### config.mk
export PLATFORM = sky130hd
export DESIGN_NAME = sbt_front
export DESIGN_NICKNAME = d
export VERILOG_FILES = /design/src/sv/spectrum_bin_min_max_mean_tracker_assert.svh /design/src/sv/sbt_pkg.sv /design/src/sv/sbt_front.sv
export SDC_FILE = /design/constraint.sdc
export NUM_CORES = 1
export LEC_CHECK = 0
export ABC_AREA = 1
export BUFFER_PORTS_ARGS = -buffer_cell sky130_fd_sc_hd__buf_2
export CAP_MARGIN = 20
export CORE_ASPECT_RATIO = 0.5
export CORE_MARGIN = 2
export CORE_UTILIZATION = 45
export CTS_CLUSTER_SIZE = 20
export DETAILED_ROUTE_END_ITERATION = 10
export GPL_ROUTABILITY_DRIVEN = 0
export MAX_ROUTING_LAYER = met4
export PLACE_DENSITY = 0.73
export SYNTH_ARGS = -nofsm -noshare
export SYNTH_HDL_FRONTEND = slang
export SYNTH_SLANG_ARGS = --single-unit
### constraint.sdc
create_clock -name clk -period 2.03 [get_ports clk]
set_clock_uncertainty 0.2 [all_clocks]
set_input_delay 0.1015 -clock clk [delete_from_list [all_inputs] [get_ports clk]]
set_output_delay 0.1015 -clock clk [all_outputs]
set_load 0.005 [all_outputs]
### src/sv/spectrum_bin_min_max_mean_tracker_assert.svh
// assertion macros for the spectrum bin tracker
// used by the top level; expects clk and rst_n in scope
`ifndef SPECTRUM_BIN_MIN_MAX_MEAN_TRACKER_ASSERT_SVH
`define SPECTRUM_BIN_MIN_MAX_MEAN_TRACKER_ASSERT_SVH

// antecedent holds, consequent holds in the same cycle
`define SBT_ASSERT_SAME(lbl, ante, cons, msg) \
  lbl: assert property (@(posedge clk) disable iff (!rst_n) (ante) |-> (cons)) \
    else $error(msg);

// antecedent holds, consequent holds in the following cycle
`define SBT_ASSERT_NEXT(lbl, ante, cons, msg) \
  lbl: assert property (@(posedge clk) disable iff (!rst_n) (ante) |=> (cons)) \
    else $error(msg);

`endif

### src/sv/sbt_pkg.sv
// shared constants, command and result types for the spectrum bin tracker
// no dependencies
package sbt_pkg;

  localparam int MAX_BLOCKS  = 8;
  localparam int NUM_BINS    = 256;
  localparam int STORE_DEPTH = MAX_BLOCKS * NUM_BINS;
  localparam int ADDR_W      = $clog2(STORE_DEPTH);
  localparam int BLK_W       = (MAX_BLOCKS > 1) ? $clog2(MAX_BLOCKS) : 1;

  localparam int BLOCK_IN_W = 3;
  localparam int BIN_IN_W   = 8;
  localparam int AMP_W      = 8;
  localparam int MEAN_W     = 16;
  localparam int COUNT_W    = 16;
  localparam int DIVISOR_W  = COUNT_W + 1;
  localparam int STEP_W     = $clog2(MEAN_W);

  localparam int QDEPTH = 2;
  localparam int QPTR_W = (QDEPTH > 1) ? $clog2(QDEPTH) : 1;
  localparam int QCNT_W = $clog2(QDEPTH + 1);

  localparam int ENTRY_W = 1 + 2 * AMP_W + MEAN_W;

  localparam logic [COUNT_W-1:0] COUNT_MAX = '1;

  typedef enum logic [1:0] {
    CMD_SAMPLE,
    CMD_SKIP,
    CMD_CLEAR
  } cmd_kind_t;

  typedef struct packed {
    cmd_kind_t          kind;
    logic [ADDR_W-1:0]  addr;
    logic [BLK_W-1:0]   blk;
    logic [AMP_W-1:0]   amp;
    logic               last;
  } cmd_t;

  typedef struct packed {
    logic [AMP_W-1:0]   min_level;
    logic [AMP_W-1:0]   max_level;
    logic [MEAN_W-1:0]  mean_level;
    logic [COUNT_W-1:0] frames_seen;
  } res_t;

  typedef struct packed {
    logic seen;
    logic [AMP_W-1:0]  min_v;
    logic [AMP_W-1:0]  max_v;
    logic [MEAN_W-1:0] mean_v;
  } entry_t;

  typedef struct packed {
    logic init_busy;
  } back_stat_t;

  typedef enum logic [2:0] {
    BK_IDLE,
    BK_CLEAR,
    BK_FIN,
    BK_READ,
    BK_DIV,
    BK_WRITE
  } back_state_t;

endpackage

### src/sv/sbt_front.sv
// front end: classifies incoming items into commands and queues them
// depends on sbt_pkg
module sbt_front import sbt_pkg::*; (
  input  logic                  clk,
  input  logic                  rst_n,
  input  logic                  hold,
  input  logic                  push,
  input  logic                  mode,
  input  logic [BLOCK_IN_W-1:0] rf_block,
  input  logic [BIN_IN_W-1:0]   bin_index,
  input  logic [AMP_W-1:0]      amplitude,
  input  logic                  last_bin,
  output logic                  full,
  output logic                  q_valid,
  output cmd_t                  q_cmd,
  input  logic                  q_pop
);

  cmd_t              q_mem_r [QDEPTH];
  logic [QPTR_W-1:0] wr_ptr_r, wr_ptr_nxt;
  logic [QPTR_W-1:0] rd_ptr_r, rd_ptr_nxt;
  logic [QCNT_W-1:0] cnt_r, cnt_nxt;

  cmd_t in_cmd;
  logic accept;
  logic in_range;

  assign in_range = (int'(rf_block) < MAX_BLOCKS) && (int'(bin_index) < NUM_BINS);

  always_comb begin
    in_cmd.addr = ADDR_W'(int'(rf_block) * NUM_BINS + int'(bin_index));
    in_cmd.blk  = BLK_W'(rf_block);
    in_cmd.amp  = amplitude;
    in_cmd.last = last_bin;
    if (mode) begin
      in_cmd.kind = CMD_CLEAR;
    end else if (in_range) begin
      in_cmd.kind = CMD_SAMPLE;
    end else begin
      in_cmd.kind = CMD_SKIP;
    end
  end

  assign full    = hold || (cnt_r == QCNT_W'(QDEPTH));
  assign accept  = push && !full;
  assign q_valid = cnt_r != '0;
  assign q_cmd   = q_mem_r[rd_ptr_r];

  always_comb begin
    wr_ptr_nxt = wr_ptr_r;
    rd_ptr_nxt = rd_ptr_r;
    cnt_nxt    = cnt_r;
    if (accept) begin
      wr_ptr_nxt = (wr_ptr_r == QPTR_W'(QDEPTH - 1)) ? '0 : wr_ptr_r + 1'b1;
    end
    if (q_pop) begin
      rd_ptr_nxt = (rd_ptr_r == QPTR_W'(QDEPTH - 1)) ? '0 : rd_ptr_r + 1'b1;
    end
    if (accept && !q_pop) begin
      cnt_nxt = cnt_r + 1'b1;
    end else if (!accept && q_pop) begin
      cnt_nxt = cnt_r - 1'b1;
    end
  end

  always_ff @(posedge clk) begin
    if (!rst_n) begin
      wr_ptr_r <= '0;
      rd_ptr_r <= '0;
      cnt_r    <= '0;
    end else begin
      wr_ptr_r <= wr_ptr_nxt;
      rd_ptr_r <= rd_ptr_nxt;
      cnt_r    <= cnt_nxt;
    end
    if (accept) begin
      q_mem_r[wr_ptr_r] <= in_cmd;
    end
  end

endmodule

======== Word level (Yosys, flattened, before mapping) ========
Memories as Yosys holds them, arrays and structs flattened. A register that Yosys moved wholly into a read port is not among the register bits.
Cells that the tools add are included.
word-level totals
  word-level logic and storage cells ...... 28
  input bits .............................. 26
  register bits ........................... 4
  output and inout port bits .............. 27
  memories ................................ 1
  RAM bits ................................ 50
cells by class
  equality and inequality tests ........... 1
  reduce and logical (&&, ||, !) cells .... 9
  muxes and demuxes ....................... 9
  $add $sub $neg .......................... 5
memories
  name     depth  width  rd ports  clocked after memory_dff  wr ports  RTL line         source
  q_mem_r  2      25     1         1                         1         sbt_front.sv:19  cmd_t q_mem_r [QDEPTH];
operators by type and width
  kind                                               number
  adder 11 x 8 -> 11 bit                             1
  2-to-1 mux 1 bit                                   6
  2-to-1 mux 2 bit                                   3
  nonzero test 2 bit                                 2
  logical AND 1 bit                                  3
  zero test 1 bit                                    3
  adder 1 bit (second input constant)                2
  adder 2 x 1 -> 2 bit (second input constant)       1
  equality test 2 bit (second input constant)        1
  subtractor 2 x 1 -> 2 bit (second input constant)  1
  logical OR 1 bit                                   1

======== Depth between registers and ports, before layout ========
  depth after elaboration ................. 8
  gate-level depth with buffers ........... 11
  mapped depth without buffers ............ 11

======== Least setup slack after synthesis ========
OpenSTA, ideal clock, no wires.
  path type ............................... flip-flop to flip-flop
  start ................................... register cnt_r[0]
  end ..................................... memory q_mem_r[0][0] (netlist bit) (enable)
  arrival ................................. 1,459 ps
  clock period less this slack ............ 2,057 ps
  data required time ...................... 1,431 ps
  path buffers ............................ 0
  cell stages (with the launch flop) ...... 5
  path slack .............................. -27 ps
  library setup time ...................... 399 ps
  path through ............................ dfxtp_1 inv_2 nand2_1 nand3_2 nor2_1
between the ends
  cells in the longest elaborated chain, start to end .. 6
ends and longest elaborated chain
  item                                    RTL line         source
  start: declaration                      sbt_front.sv:22  logic [QCNT_W-1:0] cnt_r, cnt_nxt;
  start signal: assignment                sbt_front.sv:74  cnt_r <= cnt_nxt;
  equality test 2 bit                     sbt_front.sv:44  assign full = hold || (cnt_r == QCNT_W'(QDEPTH));
  logical OR 1 bit                        sbt_front.sv:44
  zero test 1 bit                         sbt_front.sv:45  assign accept = push && !full;
  logical AND 1 bit                       sbt_front.sv:45
  2-to-1 mux 1 bit                        sbt_front.sv:76  if (accept) begin
  2-to-1 mux 1 bit (implied by the code)  sbt_front.sv:77  q_mem_r[wr_ptr_r] <= in_cmd;
  end: declaration                        sbt_front.sv:19
Every way passes these cells.

==> flow_metrics.py <==
metrics = {
    "timing": {
        "finalSetupTns_ps": 0,
        "period_needed_ps": 1792,
        "final_max_slew_viol_count": 0,
        "rsz0062_at_grt": "false",
        "timing_hold_violations_final": 0,
        "setup_viol": 0,
        "fmax_ghz": 0.5580,
        "finalCritPeriodShare_pct": 88.28,
        "holdWs_ps": 19.59,
    },
    "layout": {
        "final_common_cell": "buf_2",
        "antennaDiodeCount": 0,
        "drive_above_1_share_pct": 44.21,
        "area_delta_synth_final_pct": 34.40,
        "design_area_um2": 2532,
        "num-nets-final": 217,
        "mostFrequentLayoutCells": "buf_2, edfxtp_1, dlygate4sd3_1",
    },
    "pwr": {
        "intPower_w": 0.001611,
        "power_density_nw_per_um2": 796.1,
        "max-vdd-ir-drop_uv": 485.7,
        "combinationalPowerShare_pct": 12.9,
        "p_leak_nw": 1.073,
        "netSwitchingPower_w": 0.0004048,
        "power.share.sequential_pct": 55.3,
        "swShare_pct": 20.08,
        "clkPwrFrac_pct": 31.7,
    },
    "synth": {
        "synthCells": 110,
        "yosys_register_bits": 47,
        "synth.cell_area_um2": 1884,
        "syn_nets": 137,
        "ys_seq_area_share_pct": 72.24,
        "synthDistinctLibCells": 17,
        "yosysWarningCount": 0,
        "avgSynthCellArea_um2": 17.13,
    },
    "setup_path": {
        "r2r-start": "cnt_r[0]",
        "cp-end-kind": "primary output",
        "rr_worst_depth": 6,
        "critical_path_required_ps": 1730,
        "crit_type": "reg -> out",
        "reg2reg_slack_ps": 460,
        "critPathLaunchType": "flip-flop",
        "cp_max_fo": 21,
        "r2r_end": "wr_ptr_r",
        "crit_arrival_ps": 1490,
    },
    "grt": {
        "grt_max_degree": 22,
        "track_usage_pct": 13.75,
        "gr-total-overflow": 0,
        "top_usage_layer": "met2",
        "met1_usage_pct": 13.62,
        "grt_pass1_vias": 1084,
        "antenna_found_initial": 0,
        "grt_pass1_wl_mm": 4.650,
        "met2_usage_pct": 25.94,
        "grt_use_met3_pct": 4.128,
    },
    "worst_hold_path": {
        "min_path_cells": 6,
        "min_to": "wr_ptr_r",
        "hp-start": "hold",
        "hold_path.class": "in -> reg",
    },
    "run": {
        "drv_cap": 0,
    },
    "clocking": {
        "clkTransAtPathRegs_ps": 80,
        "cts_buffer_depth": 2,
        "numCtsBuffers": 5,
        "clock_sinks": 47,
        "cts_setup_buffers": 0,
        "insertion_delay_ps": 280,
        "htree_levels": 2,
        "cts_tree": "yes",
        "ctsRootBufferMaster": "clkbuf_8",
    },
    "floorplanning": {
        "num_rows": 16,
        "die-area_um2": 4752,
        "die_w_um": 95.52,
        "die_h_um": 49.76,
        "core_um2": 3964,
        "io_pins": 53,
        "start_util_pct": 47.54,
    },
    "placement": {
        "place_area_um2": 2180,
        "port_buffers": 51,
        "dp_hpwl_mm": 1.961,
    },
    "route": {
        "ant_nets": 0,
        "vias": 1103,
        "wirelength_mm": 3.056,
        "wire_per_inst_um": 12.52,
        "drt_iter0_markers": 42,
        "remaining_drc_errors": 0,
        "routed_via_density": 4.520,
        "drt_pass1_iterations": 4,
    },
    "status": {
        "status": "complete, no violations",
    },
}
cell type report:
cell class / count / area [µm²]
fillers: 295 / 1431
flip-flops and latches: 47 / 1361
repair buffers: 79 / 528.0
multi-input cells: 46 / 431.7
clock buffers: 6 / 72.57
well taps: 54 / 67.56
inverters: 11 / 41.29
clock inverters: 1 / 30.03
layer usage:
metal  vias up  share of wire, %
li1        542                 -
met1       533                42
met2        26                54
met3         2               4.0
met4         0              0.69
met5         -                 0
power by group through the flow:
stage / Sequential [W] / Clock (W) / Combinational, W
2_1_floorplan: 0.00114 / 0 / 0.000144
5_1_grt: 0.00112 / 0.000692 / 0.000285
3_3_place_gp: 0.00113 / 0 / 0.000220
6_report: 0.00112 / 0.000640 / 0.000261
4_1_cts: 0.00112 / 0.000655 / 0.000263
3_5_place_dp: 0.00114 / 0 / 0.000226
kinds of logic after synthesis:
logic type / count (synthesis) / synth area share, %
flops: 47 / 72.24
mux: 21 / 16.53
simple gates: 21 / 4.847
buf+inv: 17 / 4.980
compound gates: 2 / 0.5307
fa+ha+maj: 1 / 0.6639
other cells: 1 / 0.1990
sequential cells by signal, summed over array words and instances (netlist names), named ones only:
name and count:
wr_ptr_r 1, q_mem_r 42, cnt_r 2, rd_ptr_r 1
synth_stat cells:
| library cell | count | area [µm²] |
|---|---|---|
| dfxtp_1 | 5 | 100.1 |
| a21oi_1 | 1 | 5.000 |
| conb_1 | 1 | 3.750 |
| mux2_4 | 20 | 300.3 |
| o21ai_0 | 1 | 5.000 |
| inv_1 | 10 | 37.54 |
| edfxtp_1 | 42 | 1261 |
| nor2_1 | 6 | 22.52 |
| inv_2 | 1 | 3.750 |
| ha_1 | 1 | 12.51 |
| nand4_1 | 2 | 12.51 |
| buf_6 | 2 | 22.52 |
| buf_4 | 4 | 30.03 |
| nand2_1 | 11 | 41.29 |
| mux2_2 | 1 | 11.26 |
| nand3_2 | 1 | 10.01 |
| nand3_1 | 1 | 5.000 |
how the worst max path moves through the flow:
stage / from / endpoint / slack [ps]
finish: flip-flop / q_cmd[18] / 240
global route: flip-flop / q_cmd[18] / 190
CTS: flip-flop / q_cmd[18] / 230
detailed placement: cnt_r[0] / cnt_r[1] / 460
global placement: cnt_r[0] / q_mem_r[0][17] / 560
floorplan: cnt_r[0] / q_mem_r[0][0] / 310
worst max-delay path, cell delays in order (launching register included):
cell	delay, ps
dfxtp_1	320
buf_4	350
mux2_2	390
buf_2	130
per-stage QoR:
step | setup WS, ps | std cells | utilization [%] | total power [W]
floorplan | 313.4 | 110 | - | 0.001279
global placement | 560.0 | 212 | 54.99 | 0.001355
detailed placement | 464.8 | 212 | 54.99 | 0.001364
CTS | 226.8 | 244 | 63.89 | 0.002034
global route | 185.5 | 244 | 63.89 | 0.002097
finish | 237.9 | 244 | 63.89 | 0.002016
repair_timing:
| item | CTS | global route |
|---|---|---|
| resized for setup | 0 | 0 |
| endpoints found under the hold margin | 47 | 0 |
| hold buffers | 25 | 0 |
No activity file was read; power rests on OpenSTA's default activity.
